[src/design/pml_pkg.sv]
// pml_pkg: shared types and register codes for the progress measure lift unit
// no dependencies
package pml_pkg;

  typedef enum logic [2:0] {
    REG_PLAYER       = 3'd0,
    REG_ACTIVE       = 3'd1,
    REG_MEASURE_MAX  = 3'd2,
    REG_OPPONENT_MAX = 3'd3,
    REG_GOAL         = 3'd4
  } cfg_reg_t;

  typedef struct packed {
    logic       player;
    logic [3:0] active_components;
    logic [7:0] measure_max;
    logic [7:0] opponent_max;
    logic [7:0] goal;
  } cfg_t;

  localparam int CFG_INDEX_BITS = 3;
  localparam int CFG_DATA_BITS  = 8;

endpackage

[src/design/pml_less.sv]
// pml_less: strict order compare of two packed measures over k components
// depends on nothing but its parameters
module pml_less #(
  parameter int MC = 8,
  parameter int CB = 8
) (
  input  logic [MC*CB-1:0] a,
  input  logic [MC*CB-1:0] b,
  input  logic [3:0]       k,
  input  logic             pl,
  output logic             lt
);

  localparam logic [CB-1:0] BLANK_C = {CB{1'b1}};

  always_comb begin
    logic [CB-1:0] ca;
    logic [CB-1:0] cb;
    logic ap;
    logic bp;
    lt = 1'b0;
    // lowest differing component decides
    for (int i = MC - 1; i >= 0; i--) begin
      ca = a[(MC-1-i)*CB +: CB];
      cb = b[(MC-1-i)*CB +: CB];
      ap = (ca[0] == pl);
      bp = (cb[0] == pl);
      if ((4'(i) < k) && (ca != cb)) begin
        if (ca == BLANK_C) begin
          lt = 1'b1;
        end else if (cb == BLANK_C) begin
          lt = 1'b0;
        end else if (ap) begin
          lt = bp ? (ca < cb) : 1'b0;
        end else begin
          lt = bp ? 1'b1 : (ca > cb);
        end
      end
    end
  end

endmodule

[src/design/pml_front.sv]
// pml_front: two stage front end, forms the antagonistic update of each successor
// depends on pml_pkg and pml_less
module pml_front import pml_pkg::*; #(
  parameter int MC = 8,
  parameter int CB = 8,
  parameter int IB = 16
) (
  input  logic             clk,
  input  logic             rst,
  input  cfg_t             cfg,
  input  logic [3:0]       k,
  input  logic             in_valid,
  output logic             in_stall,
  input  logic [MC*CB-1:0] current_measure,
  input  logic [MC*CB-1:0] successor_measure,
  input  logic [7:0]       priority_req,
  input  logic             owner_is_player,
  input  logic [IB-1:0]    successor_id,
  input  logic             first_successor,
  input  logic             last_successor,
  output logic             f_valid,
  input  logic             f_ready,
  output logic [MC*CB-1:0] f_cand,
  output logic [MC*CB-1:0] f_cur,
  output logic             f_owner,
  output logic [IB-1:0]    f_id,
  output logic             f_first,
  output logic             f_last
);

  localparam int W = MC * CB;
  localparam int BLANK = (1 << CB) - 1;
  localparam int IW = $clog2(MC);
  localparam logic [CB-1:0] BLANK_C = {CB{1'b1}};

  function automatic logic [CB-1:0] comp(input logic [W-1:0] x, input int i);
    return x[(MC-1-i)*CB +: CB];
  endfunction

  function automatic logic is_pl(input logic [CB-1:0] c, input logic pl);
    return (c != BLANK_C) && (c[0] == pl);
  endfunction

  function automatic logic [CB-1:0] clampv(input logic [7:0] v);
    if (9'(v) >= 9'(BLANK)) return CB'(BLANK - 1);
    return v[CB-1:0];
  endfunction

  function automatic logic [W:0] upd(input logic [W-1:0] s, input logic [CB-1:0] d,
                                     input logic [3:0] kk, input logic pl);
    logic [W-1:0]  r;
    logic [IW-1:0] jw;
    logic [IW-1:0] jl;
    logic [IW-1:0] j;
    logic          jw_ok;
    logic          jl_ok;
    logic [CB-1:0] c;
    r = s;
    jw = '0;
    jl = '0;
    jw_ok = 1'b0;
    jl_ok = 1'b0;
    for (int i = 0; i < MC; i++) begin
      c = comp(s, i);
      if ((4'(i) < kk) && !is_pl(c, pl)) begin
        jw = IW'(i);
        jw_ok = 1'b1;
      end
    end
    for (int i = MC - 1; i >= 0; i--) begin
      c = comp(s, i);
      if ((4'(i) < kk) && (c != BLANK_C) && (c < d)) begin
        jl = IW'(i);
        jl_ok = 1'b1;
      end
    end
    if (jl_ok && (!jw_ok || (jl < jw))) j = jl;
    else j = jw;
    if (is_pl(comp(s, 0), pl) || !(jw_ok || jl_ok)) return {1'b0, s};
    for (int i = 0; i < MC; i++) begin
      if (IW'(i) == j) r[(MC-1-i)*CB +: CB] = d;
      else if (IW'(i) > j) r[(MC-1-i)*CB +: CB] = BLANK_C;
    end
    return {1'b1, r};
  endfunction

  function automatic logic [W:0] bmp(input logic [W-1:0] s, input logic [3:0] kk,
                                     input logic [CB-1:0] mx, input logic [CB-1:0] mo,
                                     input logic pl);
    logic [W-1:0]  r;
    logic          hit;
    logic          h;
    logic [IW-1:0] pos;
    logic [CB-1:0] nvs;
    logic [CB-1:0] nv;
    logic [CB-1:0] c;
    logic [CB-1:0] p;
    logic [CB-1:0] plv;
    r = s;
    hit = 1'b0;
    pos = '0;
    nvs = '0;
    plv = {{(CB-1){1'b0}}, pl};
    for (int i = 0; i < MC; i++) begin
      c = comp(s, i);
      p = comp(s, (i > 0) ? i - 1 : 0);
      h = 1'b0;
      nv = '0;
      if (c == BLANK_C) begin
        nv = mo;
        h = 1'b1;
      end else if (c[0] != pl) begin
        if (c > {{(CB-1){1'b0}}, ~pl}) begin
          nv = c - CB'(2);
          h = 1'b1;
        end else if ((i > 0) && (p != BLANK_C) && (p >= plv)) begin
          nv = plv;
          h = 1'b1;
        end
      end else if ((({1'b0, c} + (CB+1)'(2)) <= {1'b0, mx}) && (i > 0) && (p != BLANK_C)
                   && ({1'b0, p} >= ({1'b0, c} + (CB+1)'(2)))) begin
        nv = c + CB'(2);
        h = 1'b1;
      end
      if (h && ((4'(i) + 4'd2) <= kk)) begin
        hit = 1'b1;
        pos = IW'(i);
        nvs = nv;
      end
    end
    for (int i = 0; i < MC; i++) begin
      if (IW'(i) == pos) r[(MC-1-i)*CB +: CB] = nvs;
      else if (IW'(i) > pos) r[(MC-1-i)*CB +: CB] = BLANK_C;
    end
    return {hit, r};
  endfunction

  logic [CB-1:0] mx;
  logic [CB-1:0] mo;
  logic [CB-1:0] d_in;
  logic [W:0]    u1;
  logic [W:0]    b1;

  logic          s1_valid;
  logic [W-1:0]  s1_cand;
  logic [W-1:0]  s1_alt;
  logic          s1_try;
  logic [CB-1:0] s1_d;
  logic [W-1:0]  s1_cur;
  logic          s1_owner;
  logic [IB-1:0] s1_id;
  logic          s1_first;
  logic          s1_last;

  logic          s1_adv;
  logic          s2_adv;
  logic [W:0]    u2;
  logic          alt_lt;
  logic [W-1:0]  cand_sel;
  logic [W-1:0]  cand_next;
  logic [MC-1:0] val;

  assign mx = clampv(cfg.measure_max);
  assign mo = clampv(cfg.opponent_max);
  assign d_in = clampv(priority_req);
  assign u1 = upd(successor_measure, d_in, k, cfg.player);
  assign b1 = bmp(successor_measure, k, mx, mo, cfg.player);

  assign s2_adv = !f_valid || f_ready;
  assign s1_adv = !s1_valid || s2_adv;
  assign in_stall = !s1_adv;

  always_ff @(posedge clk) begin
    if (rst) begin
      s1_valid <= 1'b0;
    end else if (s1_adv) begin
      s1_valid <= in_valid;
    end
  end

  always_ff @(posedge clk) begin
    if (s1_adv && in_valid) begin
      s1_cand  <= u1[W-1:0];
      s1_alt   <= b1[W-1:0];
      s1_try   <= u1[W] && b1[W];
      s1_d     <= d_in;
      s1_cur   <= current_measure;
      s1_owner <= owner_is_player;
      s1_id    <= successor_id;
      s1_first <= first_successor;
      s1_last  <= last_successor;
    end
  end

  assign u2 = upd(s1_alt, s1_d, k, cfg.player);

  pml_less #(.MC(MC), .CB(CB)) u_alt_less (
    .a (u2[W-1:0]),
    .b (s1_cand),
    .k (k),
    .pl(cfg.player),
    .lt(alt_lt)
  );

  always_comb begin
    cand_sel = (s1_try && alt_lt) ? u2[W-1:0] : s1_cand;
    val = '0;
    for (int i = 0; i < MC; i++) begin
      if (4'(i) < k) val = {val[MC-2:0], is_pl(comp(cand_sel, i), cfg.player)};
    end
    cand_next = cand_sel;
    if (8'(val) > cfg.goal) cand_next[W-1 -: CB] = mx;
    for (int i = 0; i < MC; i++) begin
      if (4'(i) >= k) cand_next[(MC-1-i)*CB +: CB] = BLANK_C;
    end
  end

  always_ff @(posedge clk) begin
    if (rst) begin
      f_valid <= 1'b0;
    end else if (s2_adv) begin
      f_valid <= s1_valid;
    end
  end

  always_ff @(posedge clk) begin
    if (s2_adv && s1_valid) begin
      f_cand  <= cand_next;
      f_cur   <= s1_cur;
      f_owner <= s1_owner;
      f_id    <= s1_id;
      f_first <= s1_first;
      f_last  <= s1_last;
    end
  end

endmodule

[src/design/pml_queue.sv]
// pml_queue: two entry queue between front and back end
// no dependencies
module pml_queue #(
  parameter int WIDTH = 8
) (
  input  logic             clk,
  input  logic             rst,
  input  logic             push_valid,
  output logic             push_ready,
  input  logic [WIDTH-1:0] push_data,
  output logic             pop_valid,
  input  logic             pop,
  output logic [WIDTH-1:0] pop_data
);

  logic [WIDTH-1:0] mem [2];
  logic             wr_ptr;
  logic             rd_ptr;
  logic [1:0]       count;
  logic             push;

  assign push_ready = (count != 2'd2);
  assign pop_valid = (count != 2'd0);
  assign push = push_valid && push_ready;
  assign pop_data = mem[rd_ptr];

  always_ff @(posedge clk) begin
    if (rst) begin
      wr_ptr <= 1'b0;
      rd_ptr <= 1'b0;
      count  <= 2'd0;
    end else begin
      if (push) wr_ptr <= !wr_ptr;
      if (pop) rd_ptr <= !rd_ptr;
      count <= count + 2'(push) - 2'(pop);
    end
  end

  always_ff @(posedge clk) begin
    if (push) mem[wr_ptr] <= push_data;
  end

  a_count_bound: assert property (@(posedge clk) disable iff (rst) count <= 2'd2)
    else $error("queue count beyond depth");
  a_no_empty_pop: assert property (@(posedge clk) disable iff (rst) pop |-> count != 2'd0)
    else $error("pop from empty queue");

endmodule

[src/design/pml_back.sv]
// pml_back: folds updates into the best measure and emits the vertex result
// depends on pml_pkg and pml_less
module pml_back import pml_pkg::*; #(
  parameter int MC = 8,
  parameter int CB = 8,
  parameter int IB = 16
) (
  input  logic             clk,
  input  logic             rst,
  input  cfg_t             cfg,
  input  logic [3:0]       k,
  input  logic             q_valid,
  output logic             q_pop,
  input  logic [MC*CB-1:0] q_cand,
  input  logic [MC*CB-1:0] q_cur,
  input  logic             q_owner,
  input  logic [IB-1:0]    q_id,
  input  logic             q_first,
  input  logic             q_last,
  output logic             out_valid,
  input  logic             out_stall,
  output logic [MC*CB-1:0] new_measure,
  output logic             changed,
  output logic [IB-1:0]    chosen_successor
);

  localparam int W = MC * CB;
  localparam logic [CB-1:0] BLANK_C = {CB{1'b1}};

  logic [W-1:0]  best;
  logic [IB-1:0] best_id;
  logic          lt_best_cand;
  logic          lt_cand_best;
  logic          take;
  logic [W-1:0]  nb;
  logic [IB-1:0] nid;
  logic          lt_cur_nb;
  logic [CB-1:0] cur0;
  logic          cur_top;

  pml_less #(.MC(MC), .CB(CB)) u_less_bc (
    .a(best), .b(q_cand), .k(k), .pl(cfg.player), .lt(lt_best_cand)
  );
  pml_less #(.MC(MC), .CB(CB)) u_less_cb (
    .a(q_cand), .b(best), .k(k), .pl(cfg.player), .lt(lt_cand_best)
  );

  assign q_pop = q_valid && (!out_valid || !out_stall);
  assign take = q_first || (q_owner ? lt_best_cand : lt_cand_best);
  assign nb = take ? q_cand : best;
  assign nid = take ? q_id : best_id;

  pml_less #(.MC(MC), .CB(CB)) u_less_res (
    .a(q_cur), .b(nb), .k(k), .pl(cfg.player), .lt(lt_cur_nb)
  );

  assign cur0 = q_cur[W-1 -: CB];
  assign cur_top = (cur0 != BLANK_C) && (cur0[0] == cfg.player);

  always_ff @(posedge clk) begin
    if (q_pop && take) begin
      best    <= q_cand;
      best_id <= q_id;
    end
  end

  always_ff @(posedge clk) begin
    if (rst) begin
      out_valid <= 1'b0;
    end else if (q_pop && q_last) begin
      out_valid <= 1'b1;
    end else if (!out_stall) begin
      out_valid <= 1'b0;
    end
  end

  always_ff @(posedge clk) begin
    if (q_pop && q_last) begin
      if (cur_top) begin
        new_measure      <= q_cur;
        changed          <= 1'b0;
        chosen_successor <= '0;
      end else begin
        new_measure      <= lt_cur_nb ? nb : q_cur;
        changed          <= lt_cur_nb;
        chosen_successor <= nid;
      end
    end
  end

  a_last_emits: assert property (@(posedge clk) disable iff (rst)
    (q_pop && q_last) |=> out_valid)
    else $error("last successor gave no result");

endmodule

[src/design/progress_measure_lift_unit.sv]
// progress_measure_lift_unit: lifts one parity game vertex over its successors.
// One successor word is accepted per clock while in_stall is low; each word runs through a two stage
// front end (update and bump, then bumped update, pick and goal check), a two
// entry queue and a registered fold in the back end. The fold register carries
// the only loop.
// depends on pml_pkg, pml_front, pml_queue, pml_back
module progress_measure_lift_unit import pml_pkg::*; #(
  parameter int MAX_COMPONENTS = 8,
  parameter int COMPONENT_BITS = 8,
  parameter int ID_BITS = 16
) (
  input  logic                                    clk,
  input  logic                                    rst,
  input  logic                                    cfg_write,
  input  logic [CFG_INDEX_BITS-1:0]               cfg_index,
  input  logic [CFG_DATA_BITS-1:0]                cfg_data,
  input  logic                                    in_valid,
  output logic                                    in_stall,
  input  logic [MAX_COMPONENTS*COMPONENT_BITS-1:0] current_measure,
  input  logic [MAX_COMPONENTS*COMPONENT_BITS-1:0] successor_measure,
  input  logic [7:0]                              priority_req,
  input  logic                                    owner_is_player,
  input  logic [ID_BITS-1:0]                      successor_id,
  input  logic                                    first_successor,
  input  logic                                    last_successor,
  output logic                                    out_valid,
  input  logic                                    out_stall,
  output logic [MAX_COMPONENTS*COMPONENT_BITS-1:0] new_measure,
  output logic                                    changed,
  output logic [ID_BITS-1:0]                      chosen_successor
);

  localparam int W = MAX_COMPONENTS * COMPONENT_BITS;
  localparam int QW = 2 * W + ID_BITS + 3;

  cfg_t          cfg;
  logic [3:0]    k;
  logic          f_valid;
  logic          f_ready;
  logic [W-1:0]  f_cand;
  logic [W-1:0]  f_cur;
  logic          f_owner;
  logic [ID_BITS-1:0] f_id;
  logic          f_first;
  logic          f_last;
  logic          q_valid;
  logic          q_pop;
  logic [QW-1:0] q_data;

  always_ff @(posedge clk) begin
    if (rst) begin
      cfg.player            <= 1'b0;
      cfg.active_components <= 4'd8;
      cfg.measure_max       <= 8'd254;
      cfg.opponent_max      <= 8'd253;
      cfg.goal              <= 8'd255;
    end else if (cfg_write) begin
      unique case (cfg_reg_t'(cfg_index))
        REG_PLAYER:       cfg.player <= cfg_data[0];
        REG_ACTIVE:       cfg.active_components <= cfg_data[3:0];
        REG_MEASURE_MAX:  cfg.measure_max <= cfg_data;
        REG_OPPONENT_MAX: cfg.opponent_max <= cfg_data;
        REG_GOAL:         cfg.goal <= cfg_data;
        default: ;
      endcase
    end
  end

  always_comb begin
    if (cfg.active_components == 4'd0) k = 4'd1;
    else if (cfg.active_components > 4'(MAX_COMPONENTS)) k = 4'(MAX_COMPONENTS);
    else k = cfg.active_components;
  end

  pml_front #(.MC(MAX_COMPONENTS), .CB(COMPONENT_BITS), .IB(ID_BITS)) u_front (
    .clk              (clk),
    .rst              (rst),
    .cfg              (cfg),
    .k                (k),
    .in_valid         (in_valid),
    .in_stall         (in_stall),
    .current_measure  (current_measure),
    .successor_measure(successor_measure),
    .priority_req     (priority_req),
    .owner_is_player  (owner_is_player),
    .successor_id     (successor_id),
    .first_successor  (first_successor),
    .last_successor   (last_successor),
    .f_valid          (f_valid),
    .f_ready          (f_ready),
    .f_cand           (f_cand),
    .f_cur            (f_cur),
    .f_owner          (f_owner),
    .f_id             (f_id),
    .f_first          (f_first),
    .f_last           (f_last)
  );

  pml_queue #(.WIDTH(QW)) u_queue (
    .clk       (clk),
    .rst       (rst),
    .push_valid(f_valid),
    .push_ready(f_ready),
    .push_data ({f_cand, f_cur, f_owner, f_id, f_first, f_last}),
    .pop_valid (q_valid),
    .pop       (q_pop),
    .pop_data  (q_data)
  );

  pml_back #(.MC(MAX_COMPONENTS), .CB(COMPONENT_BITS), .IB(ID_BITS)) u_back (
    .clk             (clk),
    .rst             (rst),
    .cfg             (cfg),
    .k               (k),
    .q_valid         (q_valid),
    .q_pop           (q_pop),
    .q_cand          (q_data[QW-1 -: W]),
    .q_cur           (q_data[QW-W-1 -: W]),
    .q_owner         (q_data[ID_BITS+2]),
    .q_id            (q_data[ID_BITS+1:2]),
    .q_first         (q_data[1]),
    .q_last          (q_data[0]),
    .out_valid       (out_valid),
    .out_stall       (out_stall),
    .new_measure     (new_measure),
    .changed         (changed),
    .chosen_successor(chosen_successor)
  );

endmodule
[config.mk]
export PLATFORM = sky130hd
export DESIGN_NAME = progress_measure_lift_unit
export DESIGN_NICKNAME = d
export VERILOG_FILES = /design/src/design/pml_pkg.sv /design/src/design/pml_less.sv /design/src/design/pml_front.sv /design/src/design/pml_queue.sv /design/src/design/pml_back.sv /design/src/design/progress_measure_lift_unit.sv
export SDC_FILE = /design/constraint.sdc
export NUM_CORES = 2
export LEC_CHECK = 0
export ABC_AREA = 1
export CORE_MARGIN = 2
export CORE_UTILIZATION = 40
export CTS_CLUSTER_DIAMETER = 30
export DETAILED_ROUTE_END_ITERATION = 12
export DONT_BUFFER_PORTS = 1
export PLACE_DENSITY = 0.56
export REMOVE_ABC_BUFFERS = 1
export SLEW_MARGIN = 20
export SYNTH_ARGS = -nofsm -noshare
export SYNTH_HDL_FRONTEND = slang
export SYNTH_SLANG_ARGS = --single-unit
[constraint.sdc]
create_clock -name clk -period 14.6 [get_ports clk]
set_input_delay 3.65 -clock clk [delete_from_list [all_inputs] [get_ports clk]]
set_output_delay 3.65 -clock clk [all_outputs]
set_load 0.005 [all_outputs]
---- Word-level counts from Yosys, hierarchy flattened ----
Memory sizes are Yosys's and may differ from the RTL's. A register that Yosys moved wholly into a read port is not among the register bits.
Index checks and enable logic that the tools add are counted.
operators by class
  add/sub/neg operators ................... 24
  multipliers ............................. 0
  divide/modulo/power cells ............... 0
  magnitude comparators ................... 164
  equal/unequal tests ..................... 220
  shift-type cells ........................ 0
  mux-type cells .......................... 441
  bitwise logic cells ..................... 1
  reduce and logical (&&, ||, !) cells .... 192
operators with widths
  kind                                                      count
  2-to-1 mux 8 bit                                          95
  equality test 8 bit, second input constant                56
  < comparator 8 bit                                        48
  2-to-1 mux 64 bit                                         6
  2-to-1 mux 1 bit                                          293
  greater-than comparator 8 bit                             33
  inequality test 8 bit                                     32
  inequality test 8 bit, second input constant              25
  logical AND 1 bit                                         144
  2-to-1 mux 65 bit                                         2
  2-to-1 mux 3 bit                                          31
  equality test 1 bit                                       72
  greater-than comparator 8 x 1 -> 1 bit                    8
  subtractor 8 x 2 -> 8 bit, second input constant          8
  adder 8 x 2 -> 9 bit, second input constant               7
  greater-or-equal comparator 8 x 9 -> 1 bit                7
  <= comparator 9 x 8 -> 1 bit                              7
  adder 8 x 2 -> 8 bit, second input constant               7
  greater-or-equal comparator 8 x 1 -> 1 bit                7
  equality test 3 bit, first input constant                 12
  greater-than comparator 3 bit, first input constant       12
  zero test 1 bit                                           27
  greater-or-equal comparator 8 bit, second input constant  3
  equality test 2 x 3 -> 1 bit, first input constant        6
  34 further kinds                                          94
word-level totals
  register bits ........................... 564
  bits in latches ......................... 0
  memory bits (writable) .................. 294
  bits in read-only memories .............. 0
  input bits .............................. 171
  output and inout port bits .............. 83
  logic and storage cells ................. 1081
  memories kept ........................... 1
memories
  memory       depth  bits a word  read ports  clocked after memory_dff  write ports  RTL line         text
  u_queue.mem  2      147          1           1                         1            pml_queue.sv:16  logic [WIDTH-1:0] mem [2];

---- Depth between registers and ports, before layout ----
  depth in word-level cells ............... 49
  gate-level depth with buffers ........... 73
  mapped depth without buffers ............ 70

---- Hierarchy ----
Synthesis repeated with hierarchy kept, for this count alone.
second synthesis, totals
  cells, all modules ...................... 5964
  area total of the unflattened synthesis .. 54975.2 µm²
modules (own cells, without submodules)
  module                            instances  cells each  area each (µm²)  seq. area each (µm²)
  pml_front                         1          3015        25966.2          11060.6
  pml_queue                         1          489         10882.9          8928.6
  pml_less at u_back.u_less_bc ...  3          402         2436.1           0.0
  pml_back                          1          689         7210.7           4854.7
  pml_less at u_front.u_alt_less    1          404         2436.1           0.0
  progress_measure_lift_unit        1          161         1171.1           580.6

---- Worst setup path before layout ----
OpenSTA, ideal clock, no wires.
  kind .................................... input to register
  start point ............................. input port out_stall
  end point ............................... register u_back.changed, enable pin
  setup time .............................. 549 ps
  arrival ................................. 8051 ps
  required time ........................... 14051 ps
  setup slack ............................. 6000 ps
  stages .................................. 5
  path buffers ............................ 0
  cell sequence ........................... nand2_1 inv_1 a21oi_1 inv_1 a21oi_1
between the ends
  longest elaborated chain between the ends .. 4
ends and longest elaborated chain
  element                 RTL line                          text
  start: declaration      progress_measure_lift_unit.sv:27  input logic out_stall,
  zero test 1 bit         pml_back.sv:48                    assign q_pop = q_valid && (!out_valid || !out_stall);
  logical OR 1 bit        pml_back.sv:48
  logical AND 1 bit       pml_back.sv:48
  net q_pop               progress_measure_lift_unit.sv:47  logic q_pop;
  logical AND 1 bit       pml_back.sv:78                    if (q_pop && q_last) begin
  end signal: assignment  pml_back.sv:85                    changed <= lt_cur_nb;
  end: declaration        pml_back.sv:23                    output logic changed,
The timed path passes the listed nets, and every way through them passes these cells.
A chain may end at the register's enable or synchronous reset.

---- Final worst setup path ----
  start point ............................. register cfg[27] (netlist name)
  end point ............................... register u_front.f_cand[56], data pin
between the ends
  longest elaborated chain between the ends .. 49
  elaborated cells between the ends (all ways) .. 242
  those cells by class .................... order compare (36); eq/ne (47); mux (110); reduce/logical (49)
ends and longest elaborated chain
  element                         RTL line                          text
  greater-than comparator 4 bit   progress_measure_lift_unit.sv:71  else if (cfg.active_components > 4'(MAX_COMPONENTS)) k = 4'(MAX_COMPONENTS);
  2-to-1 mux 4 bit                progress_measure_lift_unit.sv:71
  2-to-1 mux 4 bit *              progress_measure_lift_unit.sv:70  if (cfg.active_components == 4'd0) k = 4'd1;
  < comparator 3 x 4 -> 1 bit     --
  logical AND 1 bit (2 in a row)  pml_front.sv:72                   if ((4'(i) < kk) && (c != BLANK_C) && (c < d)) begin
  2-to-1 mux 3 bit (8 in a row)   pml_front.sv:72
  < comparator 3 bit              pml_front.sv:77                   if (jl_ok && (!jw_ok || (jl < jw))) j = jl;
  logical OR 1 bit                pml_front.sv:77
  (+25 left out)                  --
  2-to-1 mux 3 bit                pml_front.sv:209                  if (4'(i) < k) val = {val[MC-2:0], is_pl(comp(cand_sel, i), cfg.player)};
  2-to-1 mux 4 bit                pml_front.sv:209
  2-to-1 mux 5 bit                pml_front.sv:209
  2-to-1 mux 6 bit                pml_front.sv:209
  2-to-1 mux 7 bit                pml_front.sv:209
  2-to-1 mux 8 bit                pml_front.sv:209
  greater-than comparator 8 bit   pml_front.sv:212                  if (8'(val) > cfg.goal) cand_next[W-1 -: CB] = mx;
  2-to-1 mux 8 bit                pml_front.sv:212
  end signal: assignment          pml_front.sv:228                  f_cand <= cand_next;
  end: declaration                pml_front.sv:23                   output logic [MC*CB-1:0] f_cand,
Every way passes the cells marked *; elsewhere a longest branch is shown, timed or not.

==> impl_metrics.csv <==
group,metric,value,unit
cts,cts.sink_count,859,
setup_path,endpoint_kind,"flop",
global_route,grtUsageTotal,24.40,%
drt,avgViaCountPerCell,5.458,
global_route,grt_pass1_vias,37740,
synthesis,synth_cell_type_count,66,
global_route,grt_max_degree,97,
place,io_buffers,0,
timing,rsz0062_at_grt,"false",
setup_path,worst_ep_arrival_time,11.64,ns
floorplan,die-area,127900,µm²
synthesis,yosysWarnings,0,
drt,dr.pass1.iters,8,
drt,post_drt_wl_per_cell,22.01,µm
drt,drt_iter0_markers,3442,
global_route,grt_overflow,0,
worst_hold_path,hold_path.class,"flop to flop",
setup_path,cp.required,15.11,ns
cts,numCtsBuffers,171,
timing,clock.fmax,0.08988,GHz
timing,hold_viol,0,
layout,drive_gt1_share,8.656,%
drt,route.detailed.drc,0,
global_route,grt_pass1_wl,235.2,mm
pwr,powerDensity,189.4,nW/µm²
cts,clock_latency,0.79,ns
place,hpwl,117.6,mm
layout,nNetsFinal,6009,
pwr,leakage,24.59,nW
cts,h-tree-depth,4,
place,routabilityCongestion,1.005,
floorplan,die_w,357.7,µm
setup_path,path_class,"flop to flop",
drt,routed_wl,158.1,mm
timing,post-route-period-util,76.21,%
cts,clk_pin_slew,0.05,ns
timing,slew-limit-headroom,20.50,%
setup_path,critPathMaxFanout,81,
synthesis,yosysSeqAreaShare,50.82,%
synthesis,syn_inst,5331,
setup_path,ff2ff_path_depth,50,
synthesis,ys_async_sr_fraction,0,%
cts,clock_path_buffers,3,
setup_path,slowest_delay,0.73,ns
worst_hold_path,hold_path_depth,0,
setup_path,cp_slowest_cell,"nor2_1",
timing,max_slew.worst_pin.slew,1.192,ns
pwr,p_total,0.01096,W
job,drv_cap,0,
timing,setup_violations,0,
drt,vias,39220,
floorplan,coreArea,124000,µm²
global_route,antenna_found_initial,7,
floorplan,rows,129,
cts,cts_tree,"built",
timing,fin_crit,11.13,ns
synthesis,ys_ff_latch,859,
layout,final_util,46.68,%
floorplan,initial_core_util,40.36,%
cts,root_buffer,"clkbuf_16",
run_status,status,"complete, no violations",
cts,ctsResizeCount,0,
setup_path,crit_top_cell,"nand2_1",
synthesis,yosys_most_used_dff,"edfxtp_1",
synthesis,synth_area_per_cell,9.385,µm²
layout,area_growth,15.65,%
pwr,ir_drop,0.1466,mV
synthesis,synth_edf_count,822,
cts,hold_buffers,0,
drt,antenna_left,0,
timing,drv_slew,0,
timing,skew,0.03790,ns
setup_path,cp-start-kind,"flop",
cts,post_cts_buffers,0,
synthesis,synth_area,50030,µm²
floorplan,die_y,357.7,µm
floorplan,io_pins,254,
==> Yosys cell counts (24+ instances only) <==
library cell | instances | area (µm²)
o211ai_1 | 63 | 473.0
nor2_1 | 256 | 960.9
o21ai_0 | 319 | 1597
xor2_1 | 82 | 718.2
a22oi_1 | 52 | 390.4
dfxtp_1 | 37 | 740.7
o22ai_1 | 82 | 513.0
nand4_1 | 143 | 894.6
inv_1 | 666 | 2500
nand2_1 | 1252 | 4700
edfxtp_1 | 822 | 24680
a21oi_1 | 283 | 1416
ha_1 | 441 | 5518
o221ai_1 | 24 | 210.2
or2_2 | 89 | 556.8
nor3_1 | 45 | 225.2
nand3_1 | 225 | 1126
nor4_1 | 36 | 225.2
clkbuf_1 | 110 | 412.9
o21ai_1 | 29 | 145.1
==> per-layer routing <==
metal  vias to the layer above  GRT usage (%)  part of all wire [%]
met5                         -              0                 0.017
met4                         4          10.13                   3.9
met3                       310          5.399                   7.6
met2                      1492          38.14                    45
met1                     18540          32.76                    44
li1                      18870              -                     -
==> logic make-up after synthesis <==
family / share of synthesized area [%]
xor+xnor: 1.716
fa+ha+maj: 11.03
compound gates: 11.76
flops: 50.82
simple gates: 18.12
mux: 0.06252
other cells: 0.007495
buf+inv: 6.490
==> metrics by stage <==
stage / setup TNS [ns] / instances / hold slack [ns] / instance area, µm² / setup slack (ns)
CTS: 0 / 7182 / 0.4118 / 57850 / 3.527
finish: 0 / 7186 / 0.4030 / 57860 / 3.474
detailed placement: 0 / 6861 / 0.4045 / 51840 / 3.551
global route: 0 / 7182 / 0.4054 / 57850 / 2.445
global placement: 0 / 6861 / 0.4004 / 51840 / 3.628
floorplan: -73.59 / 5184 / 0.4003 / 49400 / -1.135
==> state kept, by name, indices dropped and copies added, names as in the netlist, 29 cells and up, named ones only <==
| name | count |
|---|---|
| u_front.f_cand | 64 |
| cfg | 29 |
| u_back.best | 64 |
| u_queue.mem | 294 |
| u_back.new_measure | 64 |
| u_front.f_cur | 64 |
| u_front.s1_cur | 64 |
| u_front.s1_cand | 64 |
| u_front.s1_alt | 64 |
==> final timing paths <==
check | from | endpoint | slack [ns]
setup / recovery | cfg[27]$_SDFFE_PP1P_ | u_front.f_cand[56]$_SDFFCE_PP1P_ | 3.47
hold / removal | u_front.s1_cur[2]$_DFFE_PP_ | u_front.f_cur[2]$_DFFE_PP_ | 0.40
setup reg to reg | cfg[27]$_SDFFE_PP1P_ | u_front.f_cand[56]$_SDFFCE_PP1P_ | 3.47
hold reg to reg | u_front.s1_cur[2]$_DFFE_PP_ | u_front.f_cur[2]$_DFFE_PP_ | 0.40
==> critical path, delay by kind of cell (launching register included) <==
| kind | cells | cell delay, ns |
|---|---|---|
| adders and majority gates | 3 | 0.92 |
| and+or+nand+nor | 25 | 4.61 |
| DFF | 1 | 0.29 |
| AOI/OAI and AO/OA | 14 | 2.95 |
| muxes | 1 | 0.42 |
| buffers and inverters | 7 | 1.55 |
==> layout by cell type, fill, tap and decap left out, types with 44 or more instances in the layout <==
cell,n
nand2_1,1249
edfxtp_1,822
inv_1,662
ha_1,441
o21ai_0,319
a21oi_1,280
nor2_1,253
nand3_1,225
clkbuf_16,171
nand4_1,143
or2_2,89
xor2_1,82
o22ai_1,82
o211ai_1,63
a22oi_1,52
nor3_1,44
==> cell type report <==
class | instances | area, µm²
clock buffers | 182 | 4320
clock inverters | 139 | 1690
diodes | 4 | 10.01
flip-flops and latches | 859 | 25430
fillers | 11720 | 66100
multi-input cells | 3634 | 21450
inverters | 691 | 2609
well taps | 1637 | 2048
repair buffers | 40 | 300.3
==> report_power, final <==
| part | leakage [nW] | total, W | switching, W | internal, W |
|---|---|---|---|---|
| registers | 7.95 | 0.00348 | 0.000220 | 0.00326 |
| clock network | 2.86 | 0.00400 | 0.00140 | 0.00260 |
| logic | 13.8 | 0.00348 | 0.00239 | 0.00109 |
(Power assumes the default switching activity.)
